--- src/rtl/core/serial_command_deframer_crc16_core_assert.svh ---
// Assertion macros for the serial command deframer core.
// Used by serial_command_deframer_crc16_core; expects clk_i and rst_ni in scope.
`ifndef SERIAL_COMMAND_DEFRAMER_CRC16_CORE_ASSERT_SVH
`define SERIAL_COMMAND_DEFRAMER_CRC16_CORE_ASSERT_SVH

// same-cycle implication
`define SCD_ASSERT_NOW(lbl, ante, cons, msg) \
  lbl: assert property (@(posedge clk_i) disable iff (!rst_ni) (ante) |-> (cons)) \
    else $error(msg);

// next-cycle implication
`define SCD_ASSERT_NEXT(lbl, ante, cons, msg) \
  lbl: assert property (@(posedge clk_i) disable iff (!rst_ni) (ante) |=> (cons)) \
    else $error(msg);

`endif

--- src/rtl/core/scdc16_pkg.sv ---
// Package for the serial command deframer: state and status codes,
// register indexes and the CRC-16/Modbus byte update. No dependencies.
package scdc16_pkg;

  typedef enum logic [1:0] {
    S_RX,
    S_CRC,
    S_EMIT,
    S_SINGLE
  } state_e;

  typedef enum logic [1:0] {
    ST_CMD,
    ST_CRC_ERR,
    ST_SHORT,
    ST_EMPTY
  } status_e;

  localparam int unsigned CfgIdxW = 2;
  localparam logic [CfgIdxW-1:0] CFG_IDX_HEAD = 2'd0;
  localparam logic [CfgIdxW-1:0] CFG_IDX_TAIL = 2'd1;

  localparam logic [7:0]  HEAD_RESET = 8'hEE;
  localparam logic [31:0] TAIL_RESET = 32'hFFFC_FFFF;

  localparam logic [15:0] CRC_INIT = 16'hFFFF;
  localparam logic [15:0] CRC_POLY = 16'hA001;

  // head + two CRC bytes + four tail bytes
  localparam int unsigned MIN_FRAME_BYTES = 7;

  function automatic logic [15:0] crc16_feed(logic [15:0] crc, logic [7:0] b);
    logic [15:0] c;
    c = crc ^ {8'h00, b};
    for (int k = 0; k < 8; k++) begin
      c = c[0] ? ((c >> 1) ^ CRC_POLY) : (c >> 1);
    end
    return c;
  endfunction

endpackage

--- src/rtl/core/serial_command_deframer_crc16_core.sv ---
// Serial command deframer with CRC-16/Modbus check, top level.
// Depends on scdc16_pkg and serial_command_deframer_crc16_core_assert.svh.
//
//  channel | ports                          | dir | payload
//  rx      | s_axis_tvalid/tready/tdata     | in  | tdata[7:0] rx_byte
//  result  | m_axis_tvalid/tready/tdata/... | out | tdata data_byte, tuser status, tlast
//  config  | cfg_valid_i/ready_o/index/data | in  | index 0 head_byte, 1 tail_word
//
// Received frame bytes are written into the frame memory. At frame end the input
// stalls: a CRC sweep runs over the command bytes through the memory read
// port. Emission first reads the first command byte, then delivers one beat
// per cycle while the output is ready; otherwise a single status beat goes
// out. Output stalls hold the pipe.
// Reset clears counters and window; the frame memory needs no clearing pass.
module serial_command_deframer_crc16_core
  import scdc16_pkg::*;
#(
  parameter int unsigned BUFFER_BYTES = 64
) (
  input  logic               clk_i,
  input  logic               rst_ni,
  input  logic               s_axis_tvalid,
  output logic               s_axis_tready,
  input  logic [7:0]         s_axis_tdata,   // [7:0] rx_byte
  output logic               m_axis_tvalid,
  input  logic               m_axis_tready,
  output logic [7:0]         m_axis_tdata,   // [7:0] data_byte
  output logic [1:0]         m_axis_tuser,   // [1:0] status
  output logic               m_axis_tlast,
  input  logic               cfg_valid_i,
  output logic               cfg_ready_o,
  input  logic [CfgIdxW-1:0] cfg_index_i,
  input  logic [31:0]        cfg_data_i
);

  localparam int unsigned CW = $clog2(BUFFER_BYTES + 1);
  localparam int unsigned AW = $clog2(BUFFER_BYTES);

  state_e          state_q, state_d;
  logic [CW-1:0]   count_q, count_d;
  logic [31:0]     win_q, win_d;
  logic            ovf_q, ovf_d;
  logic [CW-1:0]   len_q, len_d;
  logic [CW-1:0]   iss_q, iss_d;
  logic [CW-1:0]   con_q, con_d;
  logic            pend_q, pend_d;
  logic [15:0]     crc_q, crc_d;
  logic [15:0]     hist_q, hist_d;
  status_e         sst_q, sst_d;
  logic [7:0]      head_q;
  logic [31:0]     tail_q;

  logic            ov_q;
  status_e         ost_q;
  logic [7:0]      odat_q;
  logic            olast_q;

  logic [7:0]      mem_q [BUFFER_BYTES];
  logic            mem_we, mem_re;
  logic [AW-1:0]   mem_waddr, mem_raddr;
  logic [7:0]      mem_rdata_q;

  logic            in_acc, skip, room, frame_end, is_short, out_free;
  logic [31:0]     win_nx;
  logic [CW-1:0]   cnt_nx;
  logic            ovf_nx, crc_done, issue;
  logic            o_load, o_last;
  status_e         o_st;
  logic [7:0]      o_dat;

  assign s_axis_tready = (state_q == S_RX);
  assign cfg_ready_o   = 1'b1;
  assign in_acc        = s_axis_tvalid && s_axis_tready;
  assign out_free      = !ov_q || m_axis_tready;

  assign skip      = (count_q == '0) && !ovf_q && (s_axis_tdata != head_q);
  assign room      = count_q < CW'(BUFFER_BYTES);
  assign win_nx    = {win_q[23:0], s_axis_tdata};
  assign cnt_nx    = room ? count_q + CW'(1) : count_q;
  assign ovf_nx    = ovf_q || !room;
  assign frame_end = in_acc && !skip && (win_nx == tail_q);
  assign is_short  = ovf_nx || (cnt_nx < CW'(MIN_FRAME_BYTES));
  assign crc_done  = (con_q == len_q);
  assign issue     = (iss_q < len_q) && ((state_q == S_CRC) || !pend_q || o_load);

  // next state
  always_comb begin
    state_d = state_q;
    unique case (state_q)
      S_RX: begin
        if (frame_end) begin
          state_d = is_short ? S_SINGLE : S_CRC;
        end
      end
      S_CRC: begin
        if (crc_done) begin
          state_d = ((crc_q != hist_q) || (len_q == '0)) ? S_SINGLE : S_EMIT;
        end
      end
      S_EMIT: begin
        if (o_load && o_last) begin
          state_d = S_RX;
        end
      end
      S_SINGLE: begin
        if (out_free) begin
          state_d = S_RX;
        end
      end
      default: state_d = S_RX;
    endcase
  end

  // datapath and outputs
  always_comb begin
    count_d   = count_q;
    win_d     = win_q;
    ovf_d     = ovf_q;
    len_d     = len_q;
    iss_d     = iss_q;
    con_d     = con_q;
    pend_d    = pend_q;
    crc_d     = crc_q;
    hist_d    = hist_q;
    sst_d     = sst_q;
    mem_we    = 1'b0;
    mem_waddr = count_q[AW-1:0];
    mem_re    = 1'b0;
    mem_raddr = AW'(iss_q + CW'(1));
    o_load    = 1'b0;
    o_st      = ST_CMD;
    o_dat     = 8'h00;
    o_last    = 1'b1;
    unique case (state_q)
      S_RX: begin
        if (in_acc && !skip) begin
          mem_we = room;
          hist_d = {hist_q[7:0], win_q[31:24]};
          if (frame_end) begin
            count_d = '0;
            win_d   = '0;
            ovf_d   = 1'b0;
            len_d   = cnt_nx - CW'(MIN_FRAME_BYTES);
            iss_d   = '0;
            con_d   = '0;
            pend_d  = 1'b0;
            crc_d   = CRC_INIT;
            sst_d   = ST_SHORT;
          end else begin
            count_d = cnt_nx;
            win_d   = win_nx;
            ovf_d   = ovf_nx;
          end
        end
      end
      S_CRC: begin
        mem_re = issue;
        iss_d  = issue ? iss_q + CW'(1) : iss_q;
        pend_d = issue;
        if (pend_q) begin
          crc_d = crc16_feed(crc_q, mem_rdata_q);
          con_d = con_q + CW'(1);
        end
        if (crc_done) begin
          sst_d  = (crc_q != hist_q) ? ST_CRC_ERR : ST_EMPTY;
          iss_d  = '0;
          con_d  = '0;
          pend_d = 1'b0;
        end
      end
      S_EMIT: begin
        o_load = pend_q && out_free;
        o_dat  = mem_rdata_q;
        o_last = (con_q + CW'(1) == len_q);
        mem_re = issue;
        iss_d  = issue ? iss_q + CW'(1) : iss_q;
        con_d  = o_load ? con_q + CW'(1) : con_q;
        pend_d = (pend_q && !o_load) || issue;
      end
      S_SINGLE: begin
        o_load = out_free;
        o_st   = sst_q;
      end
      default: ;
    endcase
  end

  always_ff @(posedge clk_i) begin
    if (mem_we) begin
      mem_q[mem_waddr] <= s_axis_tdata;
    end
    if (mem_re) begin
      mem_rdata_q <= mem_q[mem_raddr];
    end
  end

  always_ff @(posedge clk_i or negedge rst_ni) begin
    if (!rst_ni) begin
      state_q <= S_RX;
      count_q <= '0;
      win_q   <= '0;
      ovf_q   <= 1'b0;
      len_q   <= '0;
      iss_q   <= '0;
      con_q   <= '0;
      pend_q  <= 1'b0;
      ov_q    <= 1'b0;
      head_q  <= HEAD_RESET;
      tail_q  <= TAIL_RESET;
    end else begin
      state_q <= state_d;
      count_q <= count_d;
      win_q   <= win_d;
      ovf_q   <= ovf_d;
      len_q   <= len_d;
      iss_q   <= iss_d;
      con_q   <= con_d;
      pend_q  <= pend_d;
      if (o_load) begin
        ov_q <= 1'b1;
      end else if (m_axis_tready) begin
        ov_q <= 1'b0;
      end
      if (cfg_valid_i && cfg_ready_o) begin
        unique case (cfg_index_i)
          CFG_IDX_HEAD: head_q <= cfg_data_i[7:0];
          CFG_IDX_TAIL: tail_q <= cfg_data_i;
          default: ;
        endcase
      end
    end
  end

  always_ff @(posedge clk_i) begin
    crc_q  <= crc_d;
    hist_q <= hist_d;
    sst_q  <= sst_d;
    if (o_load) begin
      ost_q   <= o_st;
      odat_q  <= o_dat;
      olast_q <= o_last;
    end
  end

  assign m_axis_tvalid = ov_q;
  assign m_axis_tdata  = odat_q;
  assign m_axis_tuser  = ost_q;
  assign m_axis_tlast  = olast_q;

`include "serial_command_deframer_crc16_core_assert.svh"

  `SCD_ASSERT_NOW(a_con_le_iss, 1'b1, con_q <= iss_q, "consumed reads exceed issued reads")
  `SCD_ASSERT_NOW(a_emit_pend, (state_q == S_EMIT) && pend_q, iss_q == con_q + CW'(1), "emit read pipeline out of step")
  `SCD_ASSERT_NEXT(a_frame_clr, frame_end, (count_q == '0) && (win_q == '0) && !ovf_q, "frame end did not clear state")

endmodule

--- config.mk ---
export PLATFORM = sky130hd
export DESIGN_NAME = serial_command_deframer_crc16_core
export DESIGN_NICKNAME = d
export VERILOG_FILES = /design/src/rtl/core/scdc16_pkg.sv /design/src/rtl/core/serial_command_deframer_crc16_core.sv
export VERILOG_INCLUDE_DIRS = /design/src /design/src/rtl/core
export SDC_FILE = /design/constraint.sdc
export NUM_CORES = 1
export LEC_CHECK = 0
export BUFFER_PORTS_ARGS = -buffer_cell sky130_fd_sc_hd__buf_2
export CORE_MARGIN = 2
export CORE_UTILIZATION = 62
export CTS_CLUSTER_SIZE = 16
export DETAILED_ROUTE_END_ITERATION = 8
export PLACE_DENSITY = 0.84
export SKIP_LAST_GASP = 1
export SYNTH_ARGS = -nofsm -noshare
export SYNTH_HDL_FRONTEND = slang
export SYNTH_SLANG_ARGS = --single-unit
--- constraint.sdc ---
create_clock -name clk_i -period 5 [get_ports clk_i]
set_input_delay 0.75 -clock clk_i [delete_from_list [all_inputs] [get_ports clk_i]]
set_output_delay 0.75 -clock clk_i [all_outputs]
set_load 0.05 [all_outputs]
# ---- Word level (Yosys, flattened, before mapping)
# Memory sizes are Yosys's and may differ from the RTL's. A register that Yosys moved wholly into a read port is not among the register bits.
# Cells that the tools add are included.
dict set report word_totals {
  mem_bits_rw 512
  in_bits 47
  word_cells 140
  memories 1
  regBits 150
}
dict set report classes {
  order_cmp 3
  n_eq_ne 17
  n_addsub 4
  n_mux 50
  bitwise 9
  reduce_logical 39
}
# name depth width read_ports rd_clocked_by_memory_dff wr line_no
set mem_list {}
lappend mem_list {mem_q 64 8 1 1 1 serial_command_deframer_crc16_core.sv:58} ;# logic [7:0] mem_q [BUFFER_BYTES];
# cell count
set op_table {}
lappend op_table {{$mux 16} 11}
lappend op_table {{$mux 7} 9}
lappend op_table {{$pmux 7 s3} 2}
lappend op_table {{$eq 32x32->1} 1}
lappend op_table {{$mux 32} 1}
lappend op_table {{$pmux 16 s2} 1}
lappend op_table {{$not 2->3} 8}
lappend op_table {{$add 7x1->7 const B} 3}
lappend op_table {{$mux 2} 9}
lappend op_table {{$ne 16x16->1} 1}
lappend op_table {{$xor 16x8->16} 1}
lappend op_table {{$eq 7x7->1} 2}
lappend op_table {{$logic_not 7->1} 2}
lappend op_table {{$mux 1} 13}
lappend op_table {{$reduce_and 4->1} 3}
lappend op_table {{$ne 2x2->1 const B} 5}
lappend op_table {{$logic_and 1x1->1} 9}
lappend op_table {{$ne 8x8->1} 1}
lappend op_table {{$pmux 2 s4} 1}
lappend op_table {{$logic_or 1x1->1} 7}
lappend op_table {{$lt 7x3->1 const B} 1}
lappend op_table {{$lt 7x7->1} 1}
lappend op_table {{$lt 7x7->1 const B} 1}
lappend op_table {{$sub 7x3->7 const B} 1}
lappend op_table {{other kinds (15)} 28}

# ---- Logic depth before layout (Yosys ltp)
dict set report depth {
  ltp_word 19
  ltp_mapped 11
  depth_no_buf 9
}

# ---- Worst setup path before layout
# Ideal clock, no wire load.
dict set report synth_timing {
  kind {input-to-reg}
  start {input s_axis_tdata[6]}
  end {register crc_q[0] (enable)}
  setup_ns 0.414
  t_arrival_ns 3.594
  required_time_ns 4.586
  slack_ns 0.991
  n_path_buf 2
  path_stages 9
  cell_sequence {xor2_1 -> nor4_1 -> a211oi_2 -> or2_1 -> buf_2 -> inv_2 -> buf_2 -> nand2_1 -> a211oi_1}
}
dict set report synth_between {
  elab_chain_cells 7
}
# element line_no
set synth_rtl {}
lappend synth_rtl {{start, declared} serial_command_deframer_crc16_core.sv:24} ;# input logic [7:0] s_axis_tdata,
lappend synth_rtl {{$ne 8x8->1} serial_command_deframer_crc16_core.sv:76} ;# assign skip = (count_q == '0) && !ovf_q && (s_axis_tdata != head_q);
lappend synth_rtl {{$logic_and 1x1->1} serial_command_deframer_crc16_core.sv:76}
lappend synth_rtl {{$logic_not 1->1} {serial_command_deframer_crc16_core.sv:81, serial_command_deframer_crc16_core.sv:136}}
lappend synth_rtl {{$logic_and 1x1->1} {serial_command_deframer_crc16_core.sv:81, serial_command_deframer_crc16_core.sv:136}}
lappend synth_rtl {{$logic_and 1x1->1} serial_command_deframer_crc16_core.sv:81} ;# assign frame_end = in_acc && !skip && (win_nx == tail_q);
lappend synth_rtl {{$ne 2x1->1 (no source line)} -}
lappend synth_rtl {{$reduce_and 4->1 (no source line) (*)} -}
lappend synth_rtl {{end signal, assigned} serial_command_deframer_crc16_core.sv:235} ;# crc_q <= crc_d;
lappend synth_rtl {{end, declared} serial_command_deframer_crc16_core.sv:47} ;# logic [15:0] crc_q, crc_d;
# Every way passes the cells marked *; elsewhere a longest branch is shown, timed or not.
# A chain may end at the register's enable or synchronous reset.

# ---- Worst setup path after layout
dict set report layout_timing {
  start {register head_q[6]}
  end {memory mem_q[49][4] (enable)}
}
dict set report layout_between {
  elab_chain_cells 8
}
# element line_no
set layout_rtl {}
lappend layout_rtl {{start, declared} serial_command_deframer_crc16_core.sv:50} ;# logic [7:0] head_q;
lappend layout_rtl {{start signal, assigned} serial_command_deframer_crc16_core.sv:226} ;# CFG_IDX_HEAD: head_q <= cfg_data_i[7:0];
lappend layout_rtl {{$ne 8x8->1} serial_command_deframer_crc16_core.sv:76}
lappend layout_rtl {{$logic_and 1x1->1} serial_command_deframer_crc16_core.sv:76}
lappend layout_rtl {{$logic_not 1->1} serial_command_deframer_crc16_core.sv:136} ;# if (in_acc && !skip) begin
lappend layout_rtl {{$logic_and 1x1->1} serial_command_deframer_crc16_core.sv:136}
lappend layout_rtl {{$mux 1} serial_command_deframer_crc16_core.sv:136}
lappend layout_rtl {{$mux 1} serial_command_deframer_crc16_core.sv:134} ;# unique case (state_q)
lappend layout_rtl {{$mux 1} serial_command_deframer_crc16_core.sv:189} ;# if (mem_we) begin
lappend layout_rtl {{$mux 1 (implied by the code)} serial_command_deframer_crc16_core.sv:190} ;# mem_q[mem_waddr] <= s_axis_tdata;
lappend layout_rtl {{end, declared} serial_command_deframer_crc16_core.sv:58}
# Every way passes these cells.

==> reports/metrics.cfg <==
[run_status]
outcome = complete, no violations

[worst_setup_path]
startpoint_type = flip-flop
worstSetupPathType = reg -> reg
ff2ff_setup_slack_ns = 1.21
reg2regPathDepth = 7
arrival_ns = 3.99
timing.rr.end = mem_q[49][4]$_DFFE_PP_
critPathCaptureType = flip-flop
worstPathRequired_ns = 5.20
critPathCapture = mem_q[49][4]$_DFFE_PP_
r2r_start = head_q[6]$_DFFE_PN1P_
crit_start = head_q[6]$_DFFE_PN1P_
critPathMaxFanout = 8

[placement]
dpl.hpwl_um = 37060
numPortBuffers = 59
dp.cells = 2024
gp_congestion = 0.8539

[yosys]
syn_inst = 1418
synthSimpleGateAreaFrac_pct = 4.048
ys_warn_count = 0
synth_area_leaders = edfxtp_1, mux4_2, dfrtp_1
synth_top_area_share_pct = 62.02
synth_xor_area_share_pct = 3.266
synth_top_area_cell = edfxtp_1
syn_area_mm2 = 0.02735
avgSynthCellArea_um2 = 19.29
ys_seq_area_share_pct = 71.79
syn_nets = 1481
synthMuxAreaShare_pct = 15.79
synth_flop_cell = edfxtp_1
synth_cell_types = 65
synth_top_family_by_area = multiplexers
synthAdderAreaFrac_pct = 0.7318
synth_edf_count = 565
async_reset_ff_share_pct = 15.67
ys_ff_latch = 670
synth-compound-area-share_pct = 2.996

[cts]
cts.htree.levels = 3
clock_latency_ns = 0.59
path_clk_slew_ns = 0.06
clock_sinks = 670
root_buffer = clkbuf_16
hold_buffers = 0
cts_buffers = 66
cts_setup_buffers = 0
cts-resized-gates = 0
clk_path_buf_depth = 3
cts_tree = yes

[global_route]
grt_pass1_vias = 14550
antenna_found_initial = 1
grt_usage_pct = 28.09
grt_pass1_wl_um = 94660
overflow = 0
grt_max_degree = 77

[sta]
slew_headroom_pct = 11.86
setup_violations = 0
slew_viol_final = 0
min_period_ns = 3.789
hold_viol = 0
finalCritPeriodShare_pct = 75.77
rsz0062_at_grt = no
skew_ns = 0.02614
fin_setup_tns_ns = 0
tightest_slew_ns = 1.313
fmax_mhz = 263.9

[floorplan]
core_area_mm2 = 0.04327
io_pins = 61
die_y_um = 214.1
dieWidth_um = 214.1
die-area_mm2 = 0.04582
num_rows = 76
initial_utilization_pct = 63.22

[detailed_routing]
routed_wl_um = 63230
ant_nets = 0
vias_per_cell = 6.602
vias = 14150
drtPass1Iterations = 5
avgRoutedWirePerCell_um = 29.49
drc = 0
drt-initial-drc-count = 1812

[power]
pwr-share-clk_pct = 29.3
powerDensity_mw_per_mm2 = 539.6
combPwrFrac_pct = 27.8
p_sw_mw = 4.912
internal-power_mw = 11.52
ir_drop_mv = 0.3374
p_seq_share_pct = 42.9
p_leak_nw = 10.18
p_sw_share_pct = 29.90

[final_layout]
syn_to_final_growth_pct = 11.29
multiInputGateArea_mm2 = 0.007380
register_area_mm2 = 0.01964
fillers = 2500
stdcell_count = 2144
fin_nets = 1570
drive_above_1_share_pct = 28.18

[hold_path]
min_path_type = in -> async

[job]
max_cap_viol_count = 0

per-layer routing:
layer	vias up	routed length, um	global-route usage [%]
met3	128	6034	7.191
met1	7386	23980	38.25
li1	5866	-	-
met5	-	0	0
met2	774	31080	44.72
met4	0	2137	10.39
cells in the mapped netlist (all sizes together) (5+ instances only):
| master | n |
|---|---|
| edfxtp | 565 |
| mux4 | 168 |
| nor2 | 92 |
| dfrtp | 69 |
| xnor2 | 53 |
| xor2 | 49 |
| a22o | 45 |
| mux2 | 45 |
| dfstp | 36 |
| clkbuf | 34 |
| buf | 30 |
| nand2 | 30 |
| inv | 19 |
| o21ai | 18 |
| ha | 16 |
| nor4 | 14 |
| a21oi | 12 |
| and2 | 12 |
| nand3 | 11 |
| nand2b | 10 |
| nand4 | 10 |
| nor2b | 8 |
| nand3b | 7 |
| a21o | 6 |
| and3 | 6 |
| nor3 | 6 |
| a211o | 5 |
| or2 | 5 |
worst min-delay path by stage:
| stage | start | to | slack (ns) | cells after the start |
|---|---|---|---|---|
| after floorplan | win_q[24]$_DFFE_PN0P_ | hist_q[0]$_DFFE_PP_ | 0.43 | 0 |
| after global placement | win_q[25]$_DFFE_PN0P_ | hist_q[1]$_DFFE_PP_ | 0.44 | 0 |
| after detailed placement | win_q[25]$_DFFE_PN0P_ | hist_q[1]$_DFFE_PP_ | 0.44 | 0 |
| after CTS | rst_ni | con_q[4]$_DFFE_PN0P_ | 0.29 | 1 |
| after global routing | rst_ni | con_q[3]$_DFFE_PN0P_ | 0.32 | 1 |
| final | rst_ni | con_q[3]$_DFFE_PN0P_ | 0.24 | 1 |
worst max-delay path: stages, from the launching register on:
cell,delay [ns]
dfstp_2,0.53
xor2_1,0.06
nor4_1,0.48
a211oi_2,0.23
or2_1,0.30
inv_2,0.14
nand4_1,0.74
nor2_1,0.95
cell usage in the layout (no fill, tap or decap), types with 18 or more instances in the layout:
cell type	n
buf_4	24
inv_1	18
edfxtp_1	565
mux4_2	168
clkbuf_16	69
xnor2_1	51
dfrtp_1	68
mux2_2	42
nand2_1	30
a22o_1	45
nor2_1	91
buf_2	58
xor2_1	49
dfstp_2	36
state kept, by name, indices dropped and copies added (netlist names):
| name | count |
|---|---|
| m_axis_tuser | 2 |
| hist_q | 16 |
| count_q | 7 |
| tail_q | 32 |
| crc_q | 16 |
| con_q | 7 |
| ovf_q | 1 |
| iss_q | 7 |
| win_q | 32 |
| head_q | 8 |
| sst_q | 2 |
| state_q | 2 |
| mem_q | 512 |
| m_axis_tlast | 1 |
| pend_q | 1 |
| mem_rdata_q | 8 |
| m_axis_tvalid | 1 |
| m_axis_tdata | 8 |
| len_q | 7 |
power by group through the flow:
stage | clock network (mW) | logic [mW] | registers, mW
finish | 4.82 | 4.57 | 7.04
global route | 5.06 | 4.85 | 7.09
CTS | 4.87 | 4.57 | 7.03
detailed placement | 0 | 4.47 | 7.14
global placement | 0 | 4.37 | 7.12
floorplan | 0 | 3.22 | 7.10
cell type report:
| class | count | area share (%) |
|---|---|---|
| clock buffer | 90 | 6.128 |
| antenna | 1 | 0.008220 |
| multi-input combinational | 665 | 24.24 |
| clock inverter | 29 | 0.7233 |
| timing repair buffer | 85 | 1.743 |
| tap | 585 | 2.404 |
| inverter | 19 | 0.2343 |
| sequential | 670 | 64.52 |
stage by stage:
step / total power, mW / utilization, % / hold slack, ns / setup WS (ns) / instance area [um^2]
global route: 17.00 / 70.36 / 0.3236 / 1.150 / 30440
finish: 16.43 / 70.36 / 0.2378 / 1.211 / 30440
detailed placement: 11.61 / 65.54 / 0.4429 / 0.9514 / 28360
floorplan: 10.32 / - / 0.4253 / 0.9915 / 27360
global placement: 11.49 / 65.54 / 0.4406 / 1.073 / 28360
CTS: 16.48 / 70.36 / 0.2871 / 1.301 / 30440
cells by family after synthesis:
kind of cell | after synthesis
fa+ha+maj | 16
flops | 670
buf+inv | 83
mux | 216
xor+xnor | 102
other cells | 1
simple gates | 222
compound gates | 108
(Power assumes the default switching activity.)
